**src/hdl/jse_pkg.sv**
```systemverilog
`timescale 1ns / 1ps
// jse_pkg: item types, character codes and the hex digit helper
// for the json string escaper; no dependencies

package jse_pkg;

    localparam int RunMax  = 6;
    localparam int RunLenW = 3;

    // input item
    typedef struct packed {
        logic [7:0] in_byte;
        logic       end_of_string;
    } jse_in_t;

    // result item
    typedef struct packed {
        logic [7:0] out_byte;
        logic       byte_valid;
        logic       error;
        logic       run_last;
        logic       string_end;
    } jse_out_t;

    // escaped run for one input byte, bytes[0] goes out first
    typedef struct packed {
        logic [RunMax-1:0][7:0] bytes;
        logic [RunLenW-1:0]     len;
        logic                   byte_valid;
        logic                   error;
        logic                   eos;
    } jse_run_t;

    // raw byte codes with short escapes, and DEL
    localparam logic [7:0] CHR_BACKSPACE = 8'h08;
    localparam logic [7:0] CHR_TAB       = 8'h09;
    localparam logic [7:0] CHR_LF        = 8'h0A;
    localparam logic [7:0] CHR_CR        = 8'h0D;
    localparam logic [7:0] CHR_QUOTE     = 8'h22;
    localparam logic [7:0] CHR_BSLASH    = 8'h5C;
    localparam logic [7:0] CHR_DEL       = 8'h7F;

    // escape letters and digits
    localparam logic [7:0] CHR_LET_B  = 8'h62;
    localparam logic [7:0] CHR_LET_T  = 8'h74;
    localparam logic [7:0] CHR_LET_N  = 8'h6E;
    localparam logic [7:0] CHR_LET_R  = 8'h72;
    localparam logic [7:0] CHR_LET_U  = 8'h75;
    localparam logic [7:0] CHR_ZERO   = 8'h30;
    localparam logic [7:0] HEX_ALPHA  = 8'h37;   // 'A' - 10
    localparam logic [3:0] HEX_TEN    = 4'hA;

    // byte class boundaries
    localparam logic [7:0] CTRL_END   = 8'h20;
    localparam logic [7:0] ASCII_END  = 8'h80;
    localparam logic [7:0] LEAD_MIN   = 8'hC0;
    localparam logic [7:0] LEAD3_MIN  = 8'hE0;
    localparam logic [7:0] LEAD4_MIN  = 8'hF0;
    localparam logic [7:0] LEAD_MAX   = 8'hF4;

    function automatic logic [7:0] hex_digit(input logic [3:0] nib);
        logic [7:0] nib_w;
        nib_w = {4'h0, nib};
        return (nib < HEX_TEN) ? (CHR_ZERO + nib_w) : (HEX_ALPHA + nib_w);
    endfunction

endpackage

```
**src/hdl/json_string_escape.sv**
```systemverilog
`timescale 1ns / 1ps
// json_string_escape: input register, escape logic and run output register
// an item's first result is valid once its run is loaded from the input to the output register
// throughput: one item per cycle while m_ready is high and runs are one byte; a run of n bytes
// goes out one byte per handshake, and the output register loads no new run until its last byte
// reset: synchronous active-low aresetn empties both registers and clears
// the utf-8 pending count and the error flag

module json_string_escape
    import jse_pkg::*;
(
    input  logic     aclk,
    input  logic     aresetn,
    input  logic     s_valid,
    output logic     s_ready,
    input  jse_in_t  s_data,
    output logic     m_valid,
    input  logic     m_ready,
    output jse_out_t m_data
);

    logic     in_valid_reg;
    jse_in_t  in_reg;
    jse_run_t run;
    logic     can_load;
    logic     load;

    assign load    = in_valid_reg && can_load;
    assign s_ready = !in_valid_reg || can_load;

    always_ff @(posedge aclk) begin
        if (!aresetn) begin
            in_valid_reg <= 1'b0;
        end else if (s_valid && s_ready) begin
            in_valid_reg <= 1'b1;
        end else if (load) begin
            in_valid_reg <= 1'b0;
        end
    end

    always_ff @(posedge aclk) begin
        if (s_valid && s_ready) begin
            in_reg <= s_data;
        end
    end

    jse_escape u_escape (
        .aclk    (aclk),
        .aresetn (aresetn),
        .item    (in_reg),
        .commit  (load),
        .run     (run)
    );

    jse_run_out u_run_out (
        .aclk     (aclk),
        .aresetn  (aresetn),
        .load     (load),
        .run      (run),
        .can_load (can_load),
        .m_valid  (m_valid),
        .m_ready  (m_ready),
        .m_data   (m_data)
    );

endmodule

```
**src/hdl/jse_escape.sv**
```systemverilog
`timescale 1ns / 1ps
// jse_escape: classifies one raw byte and builds its escaped run,
// holds the per-string utf-8 and error state; uses jse_pkg

module jse_escape
    import jse_pkg::*;
(
    input  logic     aclk,
    input  logic     aresetn,
    input  jse_in_t  item,
    input  logic     commit,
    output jse_run_t run
);

    logic [1:0] pending_raw_reg, pending_raw_next;
    logic       error_latched_reg, error_latched_next;
    logic [7:0] b;
    logic [7:0] letter;
    logic       is_short;

    assign b = item.in_byte;

    always_comb begin
        is_short = 1'b1;
        letter   = b;
        case (b)
            CHR_BACKSPACE: letter = CHR_LET_B;
            CHR_TAB:       letter = CHR_LET_T;
            CHR_LF:        letter = CHR_LET_N;
            CHR_CR:        letter = CHR_LET_R;
            CHR_QUOTE:     letter = b;
            CHR_BSLASH:    letter = b;
            default:       is_short = 1'b0;
        endcase
    end

    always_comb begin
        run                = '0;
        run.len            = RunLenW'(1);
        run.byte_valid     = 1'b1;
        run.eos            = item.end_of_string;
        pending_raw_next   = pending_raw_reg;
        error_latched_next = error_latched_reg;

        if (error_latched_reg) begin
            run.byte_valid = 1'b0;
            run.error      = 1'b1;
        end else if (pending_raw_reg != 2'd0) begin
            // continuation bytes are copied unchecked
            run.bytes[0]     = b;
            pending_raw_next = pending_raw_reg - 2'd1;
        end else if (is_short) begin
            run.bytes[0] = CHR_BSLASH;
            run.bytes[1] = letter;
            run.len      = RunLenW'(2);
        end else if (b < CTRL_END || b == CHR_DEL) begin
            run.bytes[0] = CHR_BSLASH;
            run.bytes[1] = CHR_LET_U;
            run.bytes[2] = CHR_ZERO;
            run.bytes[3] = CHR_ZERO;
            run.bytes[4] = hex_digit(b[7:4]);
            run.bytes[5] = hex_digit(b[3:0]);
            run.len      = RunLenW'(RunMax);
        end else if (b < ASCII_END) begin
            run.bytes[0] = b;
        end else if (b >= LEAD_MIN && b <= LEAD_MAX) begin
            run.bytes[0] = b;
            if (b < LEAD3_MIN) begin
                pending_raw_next = 2'd1;
            end else if (b < LEAD4_MIN) begin
                pending_raw_next = 2'd2;
            end else begin
                pending_raw_next = 2'd3;
            end
        end else begin
            // stray continuation or never-valid byte
            run.byte_valid     = 1'b0;
            run.error          = 1'b1;
            error_latched_next = 1'b1;
            pending_raw_next   = 2'd0;
        end

        if (item.end_of_string) begin
            pending_raw_next   = 2'd0;
            error_latched_next = 1'b0;
        end
    end

    always_ff @(posedge aclk) begin
        if (!aresetn) begin
            pending_raw_reg   <= 2'd0;
            error_latched_reg <= 1'b0;
        end else if (commit) begin
            pending_raw_reg   <= pending_raw_next;
            error_latched_reg <= error_latched_next;
        end
    end

endmodule

```
**src/hdl/jse_run_out.sv**
```systemverilog
`timescale 1ns / 1ps
// jse_run_out: result register that holds one escaped run and
// shifts it out one byte per handshake; uses jse_pkg

module jse_run_out
    import jse_pkg::*;
(
    input  logic     aclk,
    input  logic     aresetn,
    input  logic     load,
    input  jse_run_t run,
    output logic     can_load,
    output logic     m_valid,
    input  logic     m_ready,
    output jse_out_t m_data
);

    logic                   run_valid_reg;
    logic [RunLenW-1:0]     rem_reg;
    logic [RunMax-1:0][7:0] bytes_reg;
    logic                   byte_valid_reg;
    logic                   error_reg;
    logic                   eos_reg;
    logic                   at_last;

    assign at_last  = (rem_reg == RunLenW'(1));
    assign can_load = !run_valid_reg || (m_ready && at_last);

    assign m_valid           = run_valid_reg;
    assign m_data.out_byte   = bytes_reg[0];
    assign m_data.byte_valid = byte_valid_reg;
    assign m_data.error      = error_reg;
    assign m_data.run_last   = at_last;
    assign m_data.string_end = at_last && eos_reg;

    always_ff @(posedge aclk) begin
        if (!aresetn) begin
            run_valid_reg <= 1'b0;
        end else if (load) begin
            run_valid_reg <= 1'b1;
        end else if (m_ready && at_last) begin
            run_valid_reg <= 1'b0;
        end
    end

    always_ff @(posedge aclk) begin
        if (load) begin
            bytes_reg      <= run.bytes;
            rem_reg        <= run.len;
            byte_valid_reg <= run.byte_valid;
            error_reg      <= run.error;
            eos_reg        <= run.eos;
        end else if (run_valid_reg && m_ready) begin
            bytes_reg <= {8'h00, bytes_reg[RunMax-1:1]};
            rem_reg   <= rem_reg - RunLenW'(1);
        end
    end

endmodule
```
**config.mk**
```make
export PLATFORM = sky130hd
export DESIGN_NAME = json_string_escape
export DESIGN_NICKNAME = d
export VERILOG_FILES = /design/src/hdl/jse_pkg.sv /design/src/hdl/json_string_escape.sv /design/src/hdl/jse_escape.sv /design/src/hdl/jse_run_out.sv
export SDC_FILE = /design/constraint.sdc
export NUM_CORES = 1
export LEC_CHECK = 0
export BUFFER_PORTS_ARGS = -buffer_cell sky130_fd_sc_hd__buf_4
export CORE_AREA = 3 3 89 91
export CTS_CLUSTER_DIAMETER = 40
export DETAILED_ROUTE_END_ITERATION = 10
export DIE_AREA = 0 0 92 94
export PLACE_DENSITY = 0.71
export SYNTH_ARGS = -nofsm -noshare
export SYNTH_HDL_FRONTEND = slang
export SYNTH_SLANG_ARGS = --single-unit
export TNS_END_PERCENT = 30
```
**constraint.sdc**
```tcl
create_clock -name aclk -period 2.5 [get_ports aclk]
set_input_delay 0.125 -clock aclk [delete_from_list [all_inputs] [get_ports aclk]]
set_output_delay 0.125 -clock aclk [all_outputs]
set_load 0.01 [all_outputs]
```
# ---- Word level (Yosys, flattened, before mapping)
# Index checks and enable logic that the tools add are counted.
dict set report word_totals {
  n_memories 0
  ramBits 0
  output_inout_bits 14
  ff_bits 68
  romBits 0
  word_cells 103
  latch_bits 0
  input_bits 13
}
dict set report op_classes {
  n_div 0
  bitwise_logic 0
  shift 0
  n_addsub 6
  n_reduce_logical 17
  n_mux 44
  n_mul 0
  n_eq_ne 12
  magnitude_cmp 8
}
# op count
set ops {}
lappend ops {{$mux W40} 3}
lappend ops {{$mux W48} 2}
lappend ops {{$mux W51} 1}
lappend ops {{$mux W8} 6}
lappend ops {{$eq A8 B4 Y1 const B} 4}
lappend ops {{$mux W32} 1}
lappend ops {{$pmux W8 S4} 1}
lappend ops {{$add A6 B4 Y7 const A} 4}
lappend ops {{$lt A8 B8 Y1 const B} 3}
lappend ops {{$mux W2} 12}
lappend ops {{$mux W19} 1}
lappend ops {{$eq A8 B7 Y1 const B} 2}
lappend ops {{$mux W1} 13}
lappend ops {{$mux W3} 3}
lappend ops {{$eq A8 B6 Y1 const B} 1}
lappend ops {{$ge A8 B8 Y1 const B} 1}
lappend ops {{$le A8 B8 Y1 const B} 1}
lappend ops {{$lt A4 B4 Y1 const B} 2}
lappend ops {{$lt A8 B6 Y1 const B} 1}
lappend ops {{$reduce_bool A2 Y1} 4}
lappend ops {{$logic_and A1 B1 Y1} 6}
lappend ops {{$ne A3 B2 Y1 const B} 2}
lappend ops {{$reduce_or A6 Y1} 1}
lappend ops {{$mux W5} 1}
lappend ops {{8 further kinds} 11}

# ---- Depth between registers and ports, before layout
dict set report depth {
  depth_word 10
  depth_mapped 8
  mapped_depth_nobuf 7
}

# ---- Cells and area by module
# A second synthesis with hierarchy kept.
dict set report hier_totals {
  hier_cells 313
  area_unflattened_um2 3975.1
}
# mod area_each_um2 n_inst seq_area_each_um2 cells_per_inst
set by_module_without_submodules {}
lappend by_module_without_submodules {jse_run_out 2573.7 1 1641.6 138}
lappend by_module_without_submodules {jse_escape 1066.0 1 60.1 160}
lappend by_module_without_submodules {json_string_escape 335.3 1 290.3 15}

# ---- Worst setup path before layout
# Ideal clock, no wire load.
dict set report synth_timing {
  path_kind {reg-to-reg}
  start {register in_reg[2] in the netlist's numbering}
  end {register u_run_out.bytes_reg[11] in the netlist's numbering (data pin)}
  period_less_slack_ns 2.023
  n_path_buf 0
  required_ns 2.243
  setup_ns 0.257
  arrival_time_ns 1.766
  stages_incl_launch_ff 7
  setup_slack_ns 0.477
  path_cell_list {edfxtp_1 > inv_1 > ha_1 > o21ba_2 > o21ai_0 > a21oi_1 > a32o_1}
}
dict set report synth_via {
  elab_chain_cells 7
  elab_cells_between_ends 13
  classes_between {eq/ne (6); mux (6); reduce/logical (1)}
}
# element line_no
set synth_rtl {}
lappend synth_rtl {{start: declaration} json_string_escape.sv:23} ;# jse_in_t in_reg;
lappend synth_rtl {{start signal: assignment} json_string_escape.sv:43} ;# in_reg <= s_data;
lappend synth_rtl {{$eq A8 B4 Y1, or another cell as far along} jse_escape.sv:26} ;# case (b)
lappend synth_rtl {{$reduce_or A6 Y1 (no source line)} n/a}
lappend synth_rtl {{$mux W1} jse_escape.sv:26}
lappend synth_rtl {{$mux W19 *} jse_escape.sv:52} ;# end else if (is_short) begin
lappend synth_rtl {{$mux W40 *} jse_escape.sv:48} ;# end else if (pending_raw_reg != 2'd0) begin
lappend synth_rtl {{$mux W51 *} jse_escape.sv:45} ;# if (error_latched_reg) begin
lappend synth_rtl {{$mux W48 *} jse_run_out.sv:47} ;# if (load) begin
lappend synth_rtl {{end signal: assignment} jse_run_out.sv:48} ;# bytes_reg <= run.bytes;
lappend synth_rtl {{end signal: assignment} jse_run_out.sv:54} ;# bytes_reg <= {8'h00, bytes_reg[RunMax-1:1]};
lappend synth_rtl {{end: declaration} jse_run_out.sv:20} ;# logic [RunMax-1:0][7:0] bytes_reg;
# Mark *: on every way between the ends. The rest lies on a longest branch, timed or not.
# A chain may end at the register's enable or synchronous reset.

# ---- Worst setup path in the final report
dict set report layout_timing {
  start {register in_reg[2] in the netlist's numbering}
  end {register u_run_out.bytes_reg (netlist bit u_run_out.m_data[6]) (data pin)}
}
dict set report layout_via {
  elab_chain_cells 9
  elab_cells_between_ends 22
  classes_between {order compare (4); eq/ne (7); mux (8); reduce/logical (3)}
}
# element line_no
set layout_rtl {}
lappend layout_rtl {{$ge A8 B8 Y1 or $le A8 B8 Y1 (tied branches)} jse_escape.sv:66} ;# end else if (b >= LEAD_MIN && b <= LEAD_MAX) begin
lappend layout_rtl {{$logic_and A1 B1 Y1} jse_escape.sv:66}
lappend layout_rtl {{$mux W8} jse_escape.sv:66}
lappend layout_rtl {{$mux W8} jse_escape.sv:64} ;# end else if (b < ASCII_END) begin
lappend layout_rtl {{$mux W8} jse_escape.sv:56} ;# end else if (b < CTRL_END || b == CHR_DEL) begin
lappend layout_rtl {{$mux W19 *} jse_escape.sv:52}
lappend layout_rtl {{$mux W8 *} jse_escape.sv:48}
lappend layout_rtl {{$mux W51 *} jse_escape.sv:45}
lappend layout_rtl {{$mux W48 *} jse_run_out.sv:47}
# Marks and branches as above.

==> metrics.txt <==
outcome=complete, no violations; NumNets Final=314; GPL Wtd Cong=0.879; top cells by area, synth=edfxtp_1 (56%), ha_1 (4.3%), nand2_1 (3.3%); final core utilization=0.510; Hold Crit Start=aresetn; Final min period=2240 ps; share of layout cells above drive strength 1=0.204; count leader, synth=edfxtp_1; worst hold path stage count=2; syn avg cell area=around 12 um2; clk slew on worst S/H paths=70 ps; Worst Hold Endpoint=u_run_out.m_valid; crit-path max cell delay=470 ps; R2R Path End=u_run_out.m_data[6]; Max Cap Violations=0; post-synthesis cell area=0.00318 mm2; initial antenna violation count=0; Placed Cells incl. Taps=369; CTS tree=yes; number of synthesized flops with an enable pin=59; synth unique cells=52; number of DRC markers in iteration 0=209; Fin. Hold Viols=0; P per Cell Area=between 600 and 700 mW/mm2; largest net degree at the start of global routing=48; Row Count=31; Antenna Nets Post-Route=0; Synth top area share=0.558; sequential share of the synthesized area=0.589; final antenna diode count=0; port bufs=26; post-CTS setup buffers=0; DP Worst Slack=299 ps; Max clock buf depth=2; CTS resizes=0; Initial Util=0.440; I/O pin count=27; leakage=1.41 nW; global-route wire length before repair=9870 um; DRC viols=0; setup_tns=0 ps; GR Util All Layers=0.150; Critical-path top delay cell=edfxtp_1; Synth warnings=0; FF-to-FF setup slack=260 ps; Max VDD drop=0.296 mV; Max Slew Vio Count=0; ys async rst share=0; Tcrit/Tclk final=0.897; Seq cells post-synth=64; per-cell routed wire length=14.9 um; Final HPWL DP=4020 um; final worst slack=roughly 260 ps; area growth from synthesis to layout=15.7%; H-tree Lvls=3; drt via density=5.24; Main synth FF type=edfxtp_1; CORE AREA=~0.0072 mm2; Post-Route WL=between 5000 and 6000 um; R2R cell count=6; crit-path cells=inv_1 -> ha_1 -> o21ba_2 -> o21a_1 -> nor3_1 -> o21ai_0; syn nets=279; R2R Path Start=in_reg[2]; synthesized netlist cell count=255; Worst slew margin=0.617; Setup violations, final=0; Startpoint Class=flop; RSZ-0062 raised after global routing=no; area leader, netlist=edfxtp_1; CTS root buf=clkbuf_8; DIE HEIGHT=94 um; CP Capture Type=flop; Max FO, Critical Path=6; detailed-route via count=2,060; max reg flops=36; synth cell count leaders=edfxtp_1 (59), nand2_1 (28), o21ai_0 (20); crit path DAT=2310 ps; number of global-route vias before repair=roughly 2,000; die area=0.00865 mm2; Die W=92 um; grt ovf=0; Clock Latency Late Sink=340 ps; Max Clock Freq=~450 MHz; worst slew pin tran=575 ps; Min-Delay Path Class=input pin to flop; DR pass1 iterations=4; fillers=643; Fin Clk Skew=5.89 ps; Post-Layout Cell Count=393; Inserted Clock Buffers=9; Sink Count=64; WS Path Type=flop to flop; Critical Path RT=2570 ps
## cells in the final DEF, fill, tap and decap left out, types with 2 or more instances in the layout
| cell type | count |
|---|---|
| nor4_1 | 2 |
| nor3_1 | 5 |
| clkinv_2 | 2 |
| nand3_1 | 3 |
| buf_4 | 35 |
| clkinv_1 | 2 |
| inv_1 | 12 |
| edfxtp_1 | 59 |
| and2_1 | 15 |
| nand2b_1 | 2 |
| nor2b_1 | 4 |
| a21oi_1 | 7 |
| a21boi_0 | 3 |
| nor2_1 | 11 |
| a32o_1 | 7 |
| a22o_1 | 4 |
| o21a_1 | 2 |
| o21ai_0 | 20 |
| clkbuf_8 | 9 |
| dlygate4sd3_1 | 9 |
| a32oi_1 | 4 |
| dfxtp_1 | 5 |
| and4bb_2 | 2 |
| ha_1 | 11 |
| xnor2_1 | 2 |
| a211oi_1 | 2 |
| nand2_1 | 28 |
## logic make-up after synthesis
group	Yosys count	synth area share
buffers and inverters	32	0.0551
DFF	64	0.589
muxes	1	0.00354
other	1	0.00118
AOI/OAI and AO/OA	65	0.162
adders and majority gates	11	0.0433
and+or+nand+nor	79	0.140
xor gates and xnor gates	2	0.00551
## cell type report
cell class	instances	area, um2	share of cell area
multi-input combinational	159	1130	0.307
tap	99	124	0.0337
timing repair buffer	44	353	0.0960
clock inverter	5	25.0	0.00681
sequential	64	1870	0.509
clock buffer	10	128	0.0347
inverter	12	45.0	0.0123
## how the worst max path moves through the flow
stage	startpoint	endpoint	slack, ps
2_1_floorplan	in_reg[2]	u_run_out.bytes_reg[11]	480
3_3_place_gp	in_reg[2]	u_run_out.m_data[6]	340
3_5_place_dp	u_run_out.rem_reg[1]	u_run_out.bytes_reg[41]	300
5_1_grt	in_reg[2]	u_run_out.m_data[6]	20
6_report	in_reg[2]	u_run_out.m_data[6]	260
4_1_cts	u_run_out.rem_reg[1]	u_run_out.bytes_reg[41]	290
## power by group
part | total (mW) | switching (mW) | internal [mW]
clock network | 0.721 | 0.377 | 0.344
registers | 1.32 | 0.0442 | 1.28
logic | 0.276 | 0.150 | 0.127
## critical path: cells and delay by family, from the launching register on
kind / cells / cell delay (ps)
simple gates: 1 / 390
fa+ha+maj: 1 / 270
buf+inv: 1 / 150
compound gates: 3 / 690
flops: 1 / 470
## layer usage
metal / vias to the layer above / track usage / share of wire
met5: - / 0 / 0
met4: 0 / 0.0780 / 0.021
met3: 11 / 0.0313 / 0.041
met2: 55 / 0.226 / 0.46
met1: 987 / 0.205 / 0.48
li1: 1007 / - / -
## metrics by stage
stage / hold WS (ps) / power [mW] / instance area, um2
2_1_floorplan: 224 / 1.52 / 3180
3_3_place_gp: 305 / 1.60 / 3430
3_5_place_dp: 304 / 1.61 / 3430
4_1_cts: 35.6 / 2.34 / 3680
5_1_grt: 68.1 / 2.43 / 3680
6_report: 47.6 / 2.32 / 3680
## what timing repair did
| item | in CTS | in global routing |
|---|---|---|
| endpoints found under the setup margin | 0 | 0 |
| hold buffers | 9 | 0 |
| endpoints found under the hold margin | 9 | 0 |
Note: power is estimated with default switching activity, not from simulation.
